**src/rtl/core/gda_pkg.sv**
```systemverilog
`default_nettype none
// ----------------------------------------------------------------------------
// gda_pkg
// Shared widths, constants, calendar helpers and stage payload types for the
// Gregorian date arithmetic core.
// ----------------------------------------------------------------------------
package gda_pkg;

  localparam int unsigned DAY_W    = 5;
  localparam int unsigned MONTH_W  = 4;
  localparam int unsigned YEAR_W   = 14;
  localparam int unsigned WEEK_W   = 6;
  localparam int unsigned SERIAL_W = 22;
  localparam int unsigned ANNIV_W  = 9;
  // Local day counts (day of year, days before a month) stay below 512.
  localparam int unsigned LOCAL_W  = 9;
  // Whole-year day count and full serial before masking to SERIAL_W.
  localparam int unsigned YDAYS_W  = 23;
  localparam int unsigned QUOT_W   = 8;
  localparam int unsigned DELTA_W  = 11;

  localparam logic [MONTH_W-1:0] MONTH_FEB = 4'd2;
  localparam logic [MONTH_W-1:0] MONTH_DEC = 4'd12;
  localparam logic [8:0]         DAYS_COMMON_YEAR = 9'd365;

  // Divisibility by 25 of a 15-bit value: multiply by the inverse of 25
  // modulo 2^15 and compare against floor((2^15 - 1) / 25).
  localparam logic [14:0] INV25_MOD  = 15'd23593;
  localparam logic [14:0] DIV25_LIMIT = 15'd1310;
  // floor(x / 25) = (x * 2622) >> 16 for x below 4681.
  localparam logic [11:0] RECIP25     = 12'd2622;
  localparam int unsigned RECIP25_SH  = 16;
  // floor(x / 7) = (x * 586) >> 12 for x below 682.
  localparam logic [9:0]  RECIP7      = 10'd586;
  localparam int unsigned RECIP7_SH   = 12;

  typedef struct packed {
    logic [DAY_W-1:0]   day;
    logic [MONTH_W-1:0] month;
    logic [YEAR_W-1:0]  year;
    logic [DAY_W-1:0]   other_day;
    logic [MONTH_W-1:0] other_month;
    logic [YEAR_W-1:0]  other_year;
  } in_t;

  typedef struct packed {
    logic [DAY_W-1:0]   next_day;
    logic [MONTH_W-1:0] next_month;
    logic [YEAR_W-1:0]  next_year;
    logic [DAY_W-1:0]   prev_day;
    logic [MONTH_W-1:0] prev_month;
    logic [YEAR_W-1:0]  prev_year;
  } dates_t;

  typedef struct packed {
    in_t                item;
    logic               leap_cur;
    logic               leap_prev;
    logic               leap_next;
    logic               leap_other;
    logic [QUOT_W-1:0]  q100_cur;
    logic [QUOT_W-1:0]  q400_cur;
    logic [QUOT_W-1:0]  q100_other;
    logic [QUOT_W-1:0]  q400_other;
  } s1_t;

  typedef struct packed {
    dates_t                    dates;
    logic [LOCAL_W-1:0]        doy;
    logic [LOCAL_W-1:0]        other_local;
    logic [YDAYS_W-1:0]        year_days_cur;
    logic [YDAYS_W-1:0]        year_days_other;
    logic signed [DELTA_W-1:0] anniv_delta;
  } s2_t;

  typedef struct packed {
    dates_t             dates;
    logic [WEEK_W-1:0]  week;
    logic [YDAYS_W-1:0] serial_cur;
    logic [YDAYS_W-1:0] serial_other;
    logic [ANNIV_W-1:0] anniv;
  } s3_t;

  typedef struct packed {
    dates_t              dates;
    logic [WEEK_W-1:0]   week;
    logic [SERIAL_W-1:0] day_serial;
    logic [SERIAL_W-1:0] distance;
    logic [ANNIV_W-1:0]  anniv;
  } res_t;

  // Leap rule: divisible by 4, and either not by 100 or also by 400.
  function automatic logic leap_of(input logic [14:0] v);
    logic [29:0] full;
    logic        div25;
    full  = 30'(v) * 30'(INV25_MOD);
    div25 = (full[14:0] <= DIV25_LIMIT);
    return (v[1:0] == 2'd0) && (!div25 || (v[3:0] == 4'd0));
  endfunction

  // Days in all months before the given one, common year; codes above
  // twelve keep counting 31 days a month.
  function automatic logic [LOCAL_W-1:0] cum_days(input logic [MONTH_W-1:0] m);
    logic [LOCAL_W-1:0] n;
    case (m)
      4'd0:    n = 9'd0;
      4'd1:    n = 9'd0;
      4'd2:    n = 9'd31;
      4'd3:    n = 9'd59;
      4'd4:    n = 9'd90;
      4'd5:    n = 9'd120;
      4'd6:    n = 9'd151;
      4'd7:    n = 9'd181;
      4'd8:    n = 9'd212;
      4'd9:    n = 9'd243;
      4'd10:   n = 9'd273;
      4'd11:   n = 9'd304;
      4'd12:   n = 9'd334;
      4'd13:   n = 9'd365;
      4'd14:   n = 9'd396;
      default: n = 9'd427;
    endcase
    return n;
  endfunction

  function automatic logic [LOCAL_W-1:0] days_before(input logic [MONTH_W-1:0] m,
                                                     input logic leap);
    logic [LOCAL_W-1:0] extra;
    extra = {8'd0, (m > MONTH_FEB) && leap};
    return cum_days(m) + extra;
  endfunction

  function automatic logic [DAY_W-1:0] month_len(input logic [MONTH_W-1:0] m,
                                                 input logic leap);
    logic [DAY_W-1:0] n;
    case (m)
      4'd2:                    n = leap ? 5'd29 : 5'd28;
      4'd4, 4'd6, 4'd9, 4'd11: n = 5'd30;
      default:                 n = 5'd31;
    endcase
    return n;
  endfunction

endpackage : gda_pkg
`default_nettype wire

```
**src/rtl/core/gda_if.sv**
```systemverilog
`default_nettype none
// ----------------------------------------------------------------------------
// gda_in_if / gda_out_if
// Valid/ready channels carrying a date pair in and the date results out.
// ----------------------------------------------------------------------------
interface gda_in_if;
  import gda_pkg::*;

  logic               valid;
  logic               ready;
  logic [DAY_W-1:0]   day;
  logic [MONTH_W-1:0] month;
  logic [YEAR_W-1:0]  year;
  logic [DAY_W-1:0]   other_day;
  logic [MONTH_W-1:0] other_month;
  logic [YEAR_W-1:0]  other_year;

  modport source (
    output valid, day, month, year, other_day, other_month, other_year,
    input  ready
  );
  modport sink (
    input  valid, day, month, year, other_day, other_month, other_year,
    output ready
  );
endinterface : gda_in_if

interface gda_out_if;
  import gda_pkg::*;

  logic                valid;
  logic                ready;
  logic [DAY_W-1:0]    next_day;
  logic [MONTH_W-1:0]  next_month;
  logic [YEAR_W-1:0]   next_year;
  logic [DAY_W-1:0]    prev_day;
  logic [MONTH_W-1:0]  prev_month;
  logic [YEAR_W-1:0]   prev_year;
  logic [WEEK_W-1:0]   week_of_year;
  logic [SERIAL_W-1:0] day_serial;
  logic [SERIAL_W-1:0] distance_days;
  logic [ANNIV_W-1:0]  days_to_anniversary;

  modport source (
    output valid, next_day, next_month, next_year, prev_day, prev_month,
           prev_year, week_of_year, day_serial, distance_days,
           days_to_anniversary,
    input  ready
  );
  modport sink (
    input  valid, next_day, next_month, next_year, prev_day, prev_month,
           prev_year, week_of_year, day_serial, distance_days,
           days_to_anniversary,
    output ready
  );
endinterface : gda_out_if
`default_nettype wire

```
**src/rtl/core/gda_year_prep.sv**
```systemverilog
`default_nettype none
// ----------------------------------------------------------------------------
// gda_year_prep
// Stage 1: leap flags for the years in play and the century quotients of
// the years before each date.
// ----------------------------------------------------------------------------
module gda_year_prep (
  input  wire logic         clk,
  input  wire logic         rst_n,
  input  wire logic         up_valid,
  output logic              up_ready,
  input  wire gda_pkg::in_t up_data,
  output logic              dn_valid,
  input  wire logic         dn_ready,
  output gda_pkg::s1_t      dn_data
);
  import gda_pkg::*;

  logic         valid_r;
  s1_t          data_r;
  s1_t          data_nxt;
  logic [YEAR_W-1:0] year_m1;
  logic [YEAR_W:0]   year_p1;
  logic [YEAR_W-1:0] p_cur;
  logic [YEAR_W-1:0] p_other;

  // floor(x / 25) for x below 4096.
  function automatic logic [QUOT_W-1:0] div25(input logic [11:0] x);
    logic [23:0] prod;
    prod = 24'(x) * 24'(RECIP25);
    return prod[RECIP25_SH +: QUOT_W];
  endfunction

  always_comb begin
    year_m1 = up_data.year - 14'd1;
    year_p1 = {1'b0, up_data.year} + 15'd1;
    p_cur   = up_data.year - 14'd1;
    p_other = up_data.other_year - 14'd1;

    data_nxt.item       = up_data;
    data_nxt.leap_cur   = leap_of({1'b0, up_data.year});
    data_nxt.leap_prev  = leap_of({1'b0, year_m1});
    // The year after 16383 is not wrapped here: the anniversary may fall in it.
    data_nxt.leap_next  = leap_of(year_p1);
    data_nxt.leap_other = leap_of({1'b0, up_data.other_year});
    data_nxt.q100_cur   = div25(p_cur[13:2]);
    data_nxt.q400_cur   = div25({2'b00, p_cur[13:4]});
    data_nxt.q100_other = div25(p_other[13:2]);
    data_nxt.q400_other = div25({2'b00, p_other[13:4]});
  end

  assign up_ready = !valid_r || dn_ready;

  always_ff @(posedge clk) begin
    if (!rst_n) begin
      valid_r <= 1'b0;
    end else if (up_ready) begin
      valid_r <= up_valid;
    end
  end

  always_ff @(posedge clk) begin
    if (up_ready && up_valid) begin
      data_r <= data_nxt;
    end
  end

  assign dn_valid = valid_r;
  assign dn_data  = data_r;

endmodule : gda_year_prep
`default_nettype wire

```
**src/rtl/core/gda_calendar.sv**
```systemverilog
`default_nettype none
// ----------------------------------------------------------------------------
// gda_calendar
// Stage 2: next and previous date, day of year, whole-year day counts and
// the day offset to the coming anniversary.
// ----------------------------------------------------------------------------
module gda_calendar (
  input  wire logic         clk,
  input  wire logic         rst_n,
  input  wire logic         up_valid,
  output logic              up_ready,
  input  wire gda_pkg::s1_t up_data,
  output logic              dn_valid,
  input  wire logic         dn_ready,
  output gda_pkg::s2_t      dn_data
);
  import gda_pkg::*;

  logic               valid_r;
  s2_t                data_r;
  s2_t                data_nxt;
  in_t                it;
  logic [DAY_W:0]     day_inc;
  logic [MONTH_W:0]   month_inc;
  logic               bump;
  logic [LOCAL_W-1:0] doy;
  logic [LOCAL_W-1:0] anniv_local;
  logic [LOCAL_W-1:0] year_delta;

  // Days in all whole years before the given year; none before year zero.
  function automatic logic [YDAYS_W-1:0] year_days(input logic [YEAR_W-1:0] y,
                                                   input logic [QUOT_W-1:0] q100,
                                                   input logic [QUOT_W-1:0] q400);
    logic [YEAR_W-1:0]  p;
    logic [YDAYS_W-1:0] sum;
    p   = y - 14'd1;
    sum = 23'(p) * 23'(DAYS_COMMON_YEAR) + 23'(p[13:2]) - 23'(q100) + 23'(q400);
    return (y == '0) ? '0 : sum;
  endfunction

  always_comb begin
    it        = up_data.item;
    day_inc   = {1'b0, it.day} + 6'd1;
    month_inc = {1'b0, it.month} + 5'd1;

    data_nxt.dates.next_day   = day_inc[DAY_W-1:0];
    data_nxt.dates.next_month = it.month;
    data_nxt.dates.next_year  = it.year;
    if (day_inc > {1'b0, month_len(it.month, up_data.leap_cur)}) begin
      data_nxt.dates.next_day = 5'd1;
      if (month_inc > {1'b0, MONTH_DEC}) begin
        data_nxt.dates.next_month = 4'd1;
        data_nxt.dates.next_year  = it.year + 14'd1;
      end else begin
        data_nxt.dates.next_month = month_inc[MONTH_W-1:0];
      end
    end

    data_nxt.dates.prev_day   = it.day - 5'd1;
    data_nxt.dates.prev_month = it.month;
    data_nxt.dates.prev_year  = it.year;
    if (it.day <= 5'd1) begin
      if (it.month <= 4'd1) begin
        data_nxt.dates.prev_month = MONTH_DEC;
        data_nxt.dates.prev_year  = it.year - 14'd1;
        data_nxt.dates.prev_day   = month_len(MONTH_DEC, up_data.leap_prev);
      end else begin
        data_nxt.dates.prev_month = it.month - 4'd1;
        data_nxt.dates.prev_day   = month_len(it.month - 4'd1, up_data.leap_cur);
      end
    end

    doy = days_before(it.month, up_data.leap_cur) + LOCAL_W'(it.day);
    data_nxt.doy = doy;
    data_nxt.other_local = days_before(it.other_month, up_data.leap_other)
                         + LOCAL_W'(it.other_day);
    data_nxt.year_days_cur   = year_days(it.year, up_data.q100_cur, up_data.q400_cur);
    data_nxt.year_days_other = year_days(it.other_year, up_data.q100_other,
                                         up_data.q400_other);

    // The anniversary has passed this year when its month and day come
    // before the primary date; it then lies one whole year further on.
    bump = (it.other_month < it.month) ||
           ((it.other_month == it.month) && (it.other_day < it.day));
    anniv_local = days_before(it.other_month,
                              bump ? up_data.leap_next : up_data.leap_cur)
                + LOCAL_W'(it.other_day);
    year_delta = (bump && (it.year != '0)) ?
                 DAYS_COMMON_YEAR + LOCAL_W'(up_data.leap_cur) : '0;
    data_nxt.anniv_delta = $signed({2'b00, year_delta})
                         + $signed({2'b00, anniv_local})
                         - $signed({2'b00, doy});
  end

  assign up_ready = !valid_r || dn_ready;

  always_ff @(posedge clk) begin
    if (!rst_n) begin
      valid_r <= 1'b0;
    end else if (up_ready) begin
      valid_r <= up_valid;
    end
  end

  always_ff @(posedge clk) begin
    if (up_ready && up_valid) begin
      data_r <= data_nxt;
    end
  end

  assign dn_valid = valid_r;
  assign dn_data  = data_r;

endmodule : gda_calendar
`default_nettype wire

```
**src/rtl/core/gda_serial.sv**
```systemverilog
`default_nettype none
// ----------------------------------------------------------------------------
// gda_serial
// Stage 3: serial day numbers of both dates, week of year and the absolute
// anniversary distance.
// ----------------------------------------------------------------------------
module gda_serial (
  input  wire logic         clk,
  input  wire logic         rst_n,
  input  wire logic         up_valid,
  output logic              up_ready,
  input  wire gda_pkg::s2_t up_data,
  output logic              dn_valid,
  input  wire logic         dn_ready,
  output gda_pkg::s3_t      dn_data
);
  import gda_pkg::*;

  logic                      valid_r;
  s3_t                       data_r;
  s3_t                       data_nxt;
  logic [LOCAL_W-1:0]        doy_round;
  logic [18:0]               week_prod;
  logic signed [DELTA_W-1:0] delta_abs;

  always_comb begin
    data_nxt.dates        = up_data.dates;
    data_nxt.serial_cur   = up_data.year_days_cur + YDAYS_W'(up_data.doy);
    data_nxt.serial_other = up_data.year_days_other + YDAYS_W'(up_data.other_local);

    // Ceiling of day of year over seven, by reciprocal multiplication.
    doy_round     = up_data.doy + 9'd6;
    week_prod     = 19'(doy_round) * 19'(RECIP7);
    data_nxt.week = week_prod[RECIP7_SH +: WEEK_W];

    delta_abs      = (up_data.anniv_delta < 0) ? -up_data.anniv_delta
                                               : up_data.anniv_delta;
    data_nxt.anniv = delta_abs[ANNIV_W-1:0];
  end

  assign up_ready = !valid_r || dn_ready;

  always_ff @(posedge clk) begin
    if (!rst_n) begin
      valid_r <= 1'b0;
    end else if (up_ready) begin
      valid_r <= up_valid;
    end
  end

  always_ff @(posedge clk) begin
    if (up_ready && up_valid) begin
      data_r <= data_nxt;
    end
  end

  assign dn_valid = valid_r;
  assign dn_data  = data_r;

endmodule : gda_serial
`default_nettype wire

```
**src/rtl/core/gda_distance.sv**
```systemverilog
`default_nettype none
// ----------------------------------------------------------------------------
// gda_distance
// Stage 4: absolute distance between the two serial numbers; this stage is
// the output register of the core.
// ----------------------------------------------------------------------------
module gda_distance (
  input  wire logic         clk,
  input  wire logic         rst_n,
  input  wire logic         up_valid,
  output logic              up_ready,
  input  wire gda_pkg::s3_t up_data,
  output logic              dn_valid,
  input  wire logic         dn_ready,
  output gda_pkg::res_t     dn_data
);
  import gda_pkg::*;

  logic               valid_r;
  res_t               data_r;
  res_t               data_nxt;
  logic [YDAYS_W-1:0] diff;

  always_comb begin
    diff = (up_data.serial_cur >= up_data.serial_other) ?
           up_data.serial_cur - up_data.serial_other :
           up_data.serial_other - up_data.serial_cur;
    data_nxt.dates      = up_data.dates;
    data_nxt.week       = up_data.week;
    data_nxt.day_serial = up_data.serial_cur[SERIAL_W-1:0];
    data_nxt.distance   = diff[SERIAL_W-1:0];
    data_nxt.anniv      = up_data.anniv;
  end

  assign up_ready = !valid_r || dn_ready;

  always_ff @(posedge clk) begin
    if (!rst_n) begin
      valid_r <= 1'b0;
    end else if (up_ready) begin
      valid_r <= up_valid;
    end
  end

  always_ff @(posedge clk) begin
    if (up_ready && up_valid) begin
      data_r <= data_nxt;
    end
  end

  assign dn_valid = valid_r;
  assign dn_data  = data_r;

endmodule : gda_distance
`default_nettype wire

```
**src/rtl/core/gregorian_date_arithmetic_core.sv**
```systemverilog
`default_nettype none
// ----------------------------------------------------------------------------
// gregorian_date_arithmetic_core
// Next and previous day, week of year, serial day number, distance between
// two dates and days to the next anniversary, in a four-stage pipeline.
// ----------------------------------------------------------------------------
//   Channel  Direction  Handshake     Item
//   in_ch    sink       valid/ready   primary date and second date
//   out_ch   source     valid/ready   next/prev date, week, serial, distances
//
// One item enters per cycle unless the output stalls; each result passes
// through the four register stages (year prep, calendar, serial, distance)
// in order. Reset clears the valid bit of every stage. Each stage accepts a
// new item when it is empty or its successor takes its item, so a stall at
// the output backs up stage by stage and bubbles are filled.
// ----------------------------------------------------------------------------
module gregorian_date_arithmetic_core (
  input  wire logic clk,
  input  wire logic rst_n,
  gda_in_if.sink    in_ch,
  gda_out_if.source out_ch
);
  import gda_pkg::*;

  in_t  in_item;
  s1_t  s1_data;
  s2_t  s2_data;
  s3_t  s3_data;
  res_t res_data;
  logic s1_valid;
  logic s1_ready;
  logic s2_valid;
  logic s2_ready;
  logic s3_valid;
  logic s3_ready;

  assign in_item.day         = in_ch.day;
  assign in_item.month       = in_ch.month;
  assign in_item.year        = in_ch.year;
  assign in_item.other_day   = in_ch.other_day;
  assign in_item.other_month = in_ch.other_month;
  assign in_item.other_year  = in_ch.other_year;

  gda_year_prep u_year_prep (
    .clk      (clk),
    .rst_n    (rst_n),
    .up_valid (in_ch.valid),
    .up_ready (in_ch.ready),
    .up_data  (in_item),
    .dn_valid (s1_valid),
    .dn_ready (s1_ready),
    .dn_data  (s1_data)
  );

  gda_calendar u_calendar (
    .clk      (clk),
    .rst_n    (rst_n),
    .up_valid (s1_valid),
    .up_ready (s1_ready),
    .up_data  (s1_data),
    .dn_valid (s2_valid),
    .dn_ready (s2_ready),
    .dn_data  (s2_data)
  );

  gda_serial u_serial (
    .clk      (clk),
    .rst_n    (rst_n),
    .up_valid (s2_valid),
    .up_ready (s2_ready),
    .up_data  (s2_data),
    .dn_valid (s3_valid),
    .dn_ready (s3_ready),
    .dn_data  (s3_data)
  );

  gda_distance u_distance (
    .clk      (clk),
    .rst_n    (rst_n),
    .up_valid (s3_valid),
    .up_ready (s3_ready),
    .up_data  (s3_data),
    .dn_valid (out_ch.valid),
    .dn_ready (out_ch.ready),
    .dn_data  (res_data)
  );

  assign out_ch.next_day            = res_data.dates.next_day;
  assign out_ch.next_month          = res_data.dates.next_month;
  assign out_ch.next_year           = res_data.dates.next_year;
  assign out_ch.prev_day            = res_data.dates.prev_day;
  assign out_ch.prev_month          = res_data.dates.prev_month;
  assign out_ch.prev_year           = res_data.dates.prev_year;
  assign out_ch.week_of_year        = res_data.week;
  assign out_ch.day_serial          = res_data.day_serial;
  assign out_ch.distance_days       = res_data.distance;
  assign out_ch.days_to_anniversary = res_data.anniv;

endmodule : gregorian_date_arithmetic_core
`default_nettype wire

```
**src/flat_wrapper.sv**
```systemverilog
// flat-port wrapper written by rule: the top's interface ports become plain ports
module gregorian_date_arithmetic_core_flat import gda_pkg::*;
  (clk, rst_n, in_ch_valid, in_ch_day, in_ch_month, in_ch_year, in_ch_other_day, in_ch_other_month, in_ch_other_year, in_ch_ready, out_ch_valid, out_ch_next_day, out_ch_next_month, out_ch_next_year, out_ch_prev_day, out_ch_prev_month, out_ch_prev_year, out_ch_week_of_year, out_ch_day_serial, out_ch_distance_days, out_ch_days_to_anniversary, out_ch_ready);
  gda_in_if in_ch_i ();
  gda_out_if out_ch_i ();
  input  wire logic clk;
  input  wire logic rst_n;
  input wire logic [$bits(in_ch_i.valid)-1:0] in_ch_valid;
  input wire logic [$bits(in_ch_i.day)-1:0] in_ch_day;
  input wire logic [$bits(in_ch_i.month)-1:0] in_ch_month;
  input wire logic [$bits(in_ch_i.year)-1:0] in_ch_year;
  input wire logic [$bits(in_ch_i.other_day)-1:0] in_ch_other_day;
  input wire logic [$bits(in_ch_i.other_month)-1:0] in_ch_other_month;
  input wire logic [$bits(in_ch_i.other_year)-1:0] in_ch_other_year;
  output wire logic [$bits(in_ch_i.ready)-1:0] in_ch_ready;
  output wire logic [$bits(out_ch_i.valid)-1:0] out_ch_valid;
  output wire logic [$bits(out_ch_i.next_day)-1:0] out_ch_next_day;
  output wire logic [$bits(out_ch_i.next_month)-1:0] out_ch_next_month;
  output wire logic [$bits(out_ch_i.next_year)-1:0] out_ch_next_year;
  output wire logic [$bits(out_ch_i.prev_day)-1:0] out_ch_prev_day;
  output wire logic [$bits(out_ch_i.prev_month)-1:0] out_ch_prev_month;
  output wire logic [$bits(out_ch_i.prev_year)-1:0] out_ch_prev_year;
  output wire logic [$bits(out_ch_i.week_of_year)-1:0] out_ch_week_of_year;
  output wire logic [$bits(out_ch_i.day_serial)-1:0] out_ch_day_serial;
  output wire logic [$bits(out_ch_i.distance_days)-1:0] out_ch_distance_days;
  output wire logic [$bits(out_ch_i.days_to_anniversary)-1:0] out_ch_days_to_anniversary;
  input wire logic [$bits(out_ch_i.ready)-1:0] out_ch_ready;
  assign in_ch_i.valid = in_ch_valid;
  assign in_ch_i.day = in_ch_day;
  assign in_ch_i.month = in_ch_month;
  assign in_ch_i.year = in_ch_year;
  assign in_ch_i.other_day = in_ch_other_day;
  assign in_ch_i.other_month = in_ch_other_month;
  assign in_ch_i.other_year = in_ch_other_year;
  assign in_ch_ready = in_ch_i.ready;
  assign out_ch_valid = out_ch_i.valid;
  assign out_ch_next_day = out_ch_i.next_day;
  assign out_ch_next_month = out_ch_i.next_month;
  assign out_ch_next_year = out_ch_i.next_year;
  assign out_ch_prev_day = out_ch_i.prev_day;
  assign out_ch_prev_month = out_ch_i.prev_month;
  assign out_ch_prev_year = out_ch_i.prev_year;
  assign out_ch_week_of_year = out_ch_i.week_of_year;
  assign out_ch_day_serial = out_ch_i.day_serial;
  assign out_ch_distance_days = out_ch_i.distance_days;
  assign out_ch_days_to_anniversary = out_ch_i.days_to_anniversary;
  assign out_ch_i.ready = out_ch_ready;
  gregorian_date_arithmetic_core u_core (.clk(clk), .rst_n(rst_n), .in_ch(in_ch_i), .out_ch(out_ch_i));
endmodule
```
**config.mk**
```make
export PLATFORM = sky130hd
export DESIGN_NAME = gregorian_date_arithmetic_core_flat
export DESIGN_NICKNAME = d
export VERILOG_FILES = /design/src/rtl/core/gda_pkg.sv /design/src/rtl/core/gda_if.sv /design/src/rtl/core/gda_year_prep.sv /design/src/rtl/core/gda_calendar.sv /design/src/rtl/core/gda_serial.sv /design/src/rtl/core/gda_distance.sv /design/src/rtl/core/gregorian_date_arithmetic_core.sv /design/src/flat_wrapper.sv
export SDC_FILE = /design/constraint.sdc
export NUM_CORES = 2
export LEC_CHECK = 0
export BUFFER_PORTS_ARGS = -buffer_cell sky130_fd_sc_hd__buf_4
export CORE_MARGIN = 2
export CORE_UTILIZATION = 28
export CTS_CLUSTER_SIZE = 30
export DETAILED_ROUTE_END_ITERATION = 6
export SLEW_MARGIN = 20
export SYNTH_ARGS = -nofsm -noshare
export SYNTH_HDL_FRONTEND = slang
export SYNTH_SLANG_ARGS = --single-unit
```
**constraint.sdc**
```tcl
create_clock -name clk -period 12.75 [get_ports clk]
set_input_delay 3.1875 -clock clk [delete_from_list [all_inputs] [get_ports clk]]
set_output_delay 3.1875 -clock clk [all_outputs]
set_load 0.005 [all_outputs]
```
==> impl_metrics.sql <==
INSERT INTO impl_metrics (metric_group, metric, value, unit) VALUES
('placement', 'dp_hpwl', '75800', 'µm'),
('timing', 'clock.fmax', '0.0986', 'GHz'),
('worst_hold_path', 'worstHoldPathCells', '0', ''),
('grt', 'maximum_number_of_pins_on_one_net_before_global_route_repair', '62', ''),
('critical_path', 'rr_endpoint', 'u_core.u_calendar.dn_data[55]$_SDFFCE_PP0P_', ''),
('floorplan', 'io_pins', '157', ''),
('final_layout', 'layout-drive-gt1-share', '7.53', '%'),
('drt', 'drt-total-wl', '91900', 'µm'),
('floorplan', 'die-height', '391', 'µm'),
('final_layout', 'utilization', '31.7', '%'),
('final_layout', 'antennaDiodeCount', '0', ''),
('critical_path', 'worst_path_fanout_max', '8', ''),
('drt', 'avgRoutedWirePerCell', '15.1', 'µm'),
('timing', 'timing.final.setup_violations', '0', ''),
('grt', 'globalRoute.totalOverflow', '0', ''),
('final_layout', 'num-nets-final', '5234', ''),
('clock_tree', 'ctsHoldBuffers', '0', ''),
('placement', 'place.gp.congestion', '0.873', ''),
('timing', 'final-hold-violation-count', '0', ''),
('clock_tree', 'cts-resized-gates', '0', ''),
('floorplan', 'core_area', '149000', 'µm²'),
('critical_path', 'worst_ep_arrival_time', '10500', 'ps'),
('worst_hold_path', 'hold_path_class', 'flip-flop to flip-flop', ''),
('floorplan', 'start_util', '28.1', '%'),
('critical_path', 'path_class', 'primary input to flip-flop', ''),
('final_layout', 'fin_area', '47300', 'µm²'),
('yosys', 'ys.warnings.count', '0', ''),
('clock_tree', 'clkSlewWorstSetupHoldPaths', '60', 'ps'),
('timing', 'timing.max_slew.rel_slack', '31.8', '%'),
('clock_tree', 'post_cts_setup_buffers', '0', ''),
('critical_path', 'endpoint_kind', 'flip-flop', ''),
('grt', 'antenna_violations_before_repair', '1', ''),
('floorplan', 'row_count', '142', ''),
('yosys', 'syn-instance-count', '3921', ''),
('clock_tree', 'clk_root_buffer_cell', 'clkbuf_16', ''),
('yosys', 'syn-cell-area', '42000', 'µm²'),
('power_and_ir_drop', 'p_leak', '0.0221', 'µW'),
('clock_tree', 'clk-insertion-delay-late', '640', 'ps'),
('drt', 'route.detailed.drc', '0', ''),
('timing', 'skew', '33.1', 'ps'),
('yosys', 'yosys_register_bits', '431', ''),
('critical_path', 'data_required_critical_path', '13100', 'ps'),
('yosys', 'synth_async_sr_flop_share', '0', '%'),
('worst_hold_path', 'worstHoldStart', 'u_core.u_calendar.dn_data[92]$_DFFE_PP_', ''),
('drt', 'first_iter_violations', '1242', ''),
('drt', 'drt_pre_antenna_iters', '5', ''),
('placement', 'dpl-instance-area', '45500', 'µm²'),
('outcome', 'status', 'complete, no violations', ''),
('power_and_ir_drop', 'worst_ir_drop_vdd', '0.189', 'mV'),
('clock_tree', 'cts_htree_levels', '2', ''),
('timing', 'setup-tns-final', '0', 'ps'),
('grt', 'grt_first_pass_wirelength', '148000', 'µm'),
('placement', 'io_buffer_count', '156', ''),
('critical_path', 'critPathLaunchType', 'primary input', ''),
('drt', 'ant_nets', '0', ''),
('grt', 'via_count_of_the_first_global_routing_pass', '27600', ''),
('yosys', 'netlist-cell-type-count', '84', ''),
('critical_path', 'critical_path.slowest_cell', 'fa_1', ''),
('critical_path', 'rr_startpoint', 'u_core.u_year_prep.dn_data[59]$_DFFE_PP_', ''),
('worst_hold_path', 'worst_hold_path.endpoint', 'u_core.u_serial.dn_data[78]$_DFFE_PP_', ''),
('yosys', 'number_of_synthesized_flops_with_an_enable_pin', '409', ''),
('clock_tree', 'maximum_clock_insertion_buffer_count', '3', ''),
('clock_tree', 'cts_tree', 'yes', ''),
('critical_path', 'r2r_slack', '4810', 'ps'),
('clock_tree', 'cts_buffers', '50', ''),
('clock_tree', 'cts.sinks', '431', ''),
('yosys', 'yosys_most_used_dff', 'edfxtp_1', ''),
('floorplan', 'floorplan.die_area', '153000', 'µm²'),
('grt', 'gr-usage-all-layers', '12.0', '%'),
('yosys', 'net_count_of_the_mapped_netlist', '5055', ''),
('timing', 'timing.final.crit_period', '10140', 'ps');
[kinds of logic after synthesis]
kind of cell | Yosys count | share of synthesized area [%]
flip-flops | 431 | 30.3
XOR/XNOR | 340 | 7.10
adder cells (fa/ha/maj) | 1085 | 38.2
AO/OA/AOI/OAI | 522 | 7.98
multiplexers | 34 | 0.924
buffers and inverters | 884 | 7.99
AND/OR/NAND/NOR | 625 | 7.53
[layout make-up]
class,instances,area [µm²]
multi-input combinational,2606,25900
clock buffer,57,1300
clock inverter,36,422
fill,15200,102000
timing repair buffer,177,1330
tap,1944,2430
sequential,431,12700
inverter,834,3130
[Yosys cell counts (all sizes together), types with 10 or more instances]
master / number / area share, %
nand4: 24 / 0.37
inv: 832 / 7.4
ha: 759 / 23
mux2i: 23 / 0.55
nor3: 56 / 0.72
nor2b: 40 / 0.60
dfxtp: 22 / 1.0
o211ai: 10 / 0.19
xor2: 119 / 2.5
and2: 16 / 0.24
or2: 15 / 0.22
o21ai: 115 / 1.4
a21o: 68 / 1.2
and3: 17 / 0.25
or3: 25 / 0.40
nor4: 13 / 0.19
o21bai: 22 / 0.39
fa: 325 / 16
o21a: 22 / 0.39
a21oi: 151 / 1.8
xnor2: 221 / 4.6
o31ai: 15 / 0.30
clkbuf: 34 / 0.30
edfxtp: 409 / 29
nand2: 139 / 1.2
buf: 16 / 0.23
a21boi: 14 / 0.25
a31oi: 15 / 0.22
nand2b: 28 / 0.42
nand3: 41 / 0.49
nor2: 172 / 1.5
a211oi: 20 / 0.36
[critical path, delay by kind of cell]
kind,cells,cell delay (ps)
simple gates,4,1290
buf+inv,7,930
compound gates,7,1590
xor+xnor,3,940
fa+ha+maj,7,2550
[layout by cell type (no fill, tap or decap), types with 28 or more instances in the layout]
cell,synthesis,final
inv_1,831,830
ha_1,759,759
edfxtp_1,409,409
fa_1,325,325
xnor2_1,221,220
buf_4,2,177
nor2_1,172,172
a21oi_1,151,151
nand2_1,138,138
xor2_1,119,119
o21ai_0,115,115
a21o_1,68,68
nor3_1,53,52
clkbuf_16,0,51
nand3_1,41,41
nor2b_1,40,38
nand2b_1,28,28
[power by group]
group          leakage, µW  switching (µW)  internal (µW)
logic               0.0173            4670           3620
clock network     0.000847             626            883
registers          0.00400             161           2190
[state kept, by name, indices dropped and copies added (netlist names), named ones only]
signal	flops
u_core.u_calendar.dn_data	120
u_core.u_serial.dn_data	107
u_core.u_distance.dn_data	105
u_core.u_year_prep.dn_data	77
u_core.u_calendar.dn_valid	1
u_core.u_distance.dn_valid	1
u_core.u_serial.dn_valid	1
u_core.u_year_prep.dn_valid	1
[worst max-delay path by stage]
stage | startpoint | endpoint
after floorplan | in_ch_year[2] | u_core.u_year_prep.dn_data[30]$_DFFE_PP_
after global placement | in_ch_other_year[2] | u_core.u_year_prep.dn_data[15]$_DFFE_PP_
after detailed placement | in_ch_other_year[2] | u_core.u_year_prep.dn_data[15]$_DFFE_PP_
after CTS | in_ch_other_year[2] | u_core.u_year_prep.dn_data[15]$_DFFE_PP_
after global routing | in_ch_year[0] | u_core.u_year_prep.dn_data[30]$_DFFE_PP_
final | in_ch_other_year[2] | u_core.u_year_prep.dn_data[15]$_DFFE_PP_
[per-layer routing]
metal	vias to the layer above	share of wire, %	track usage (%)
met1	12800	47	16.3
met2	366	47	20.4
met3	96	3.7	1.73
met4	0	1.8	2.52
met5	-	0	0
li1	13400	-	-
[per-stage QoR]
stage | hold slack, ps | worst slack [ps] | total power, µW | instances
floorplan | 400 | 2820 | 8760 | 3921
global placement | 401 | 2120 | 10600 | 5992
detailed placement | 405 | 2000 | 10700 | 5992
CTS | 419 | 2640 | 12300 | 6085
global route | 424 | 2140 | 13600 | 6085
finish | 417 | 2610 | 12100 | 6085
Note: power is estimated with default switching activity, not from simulation.
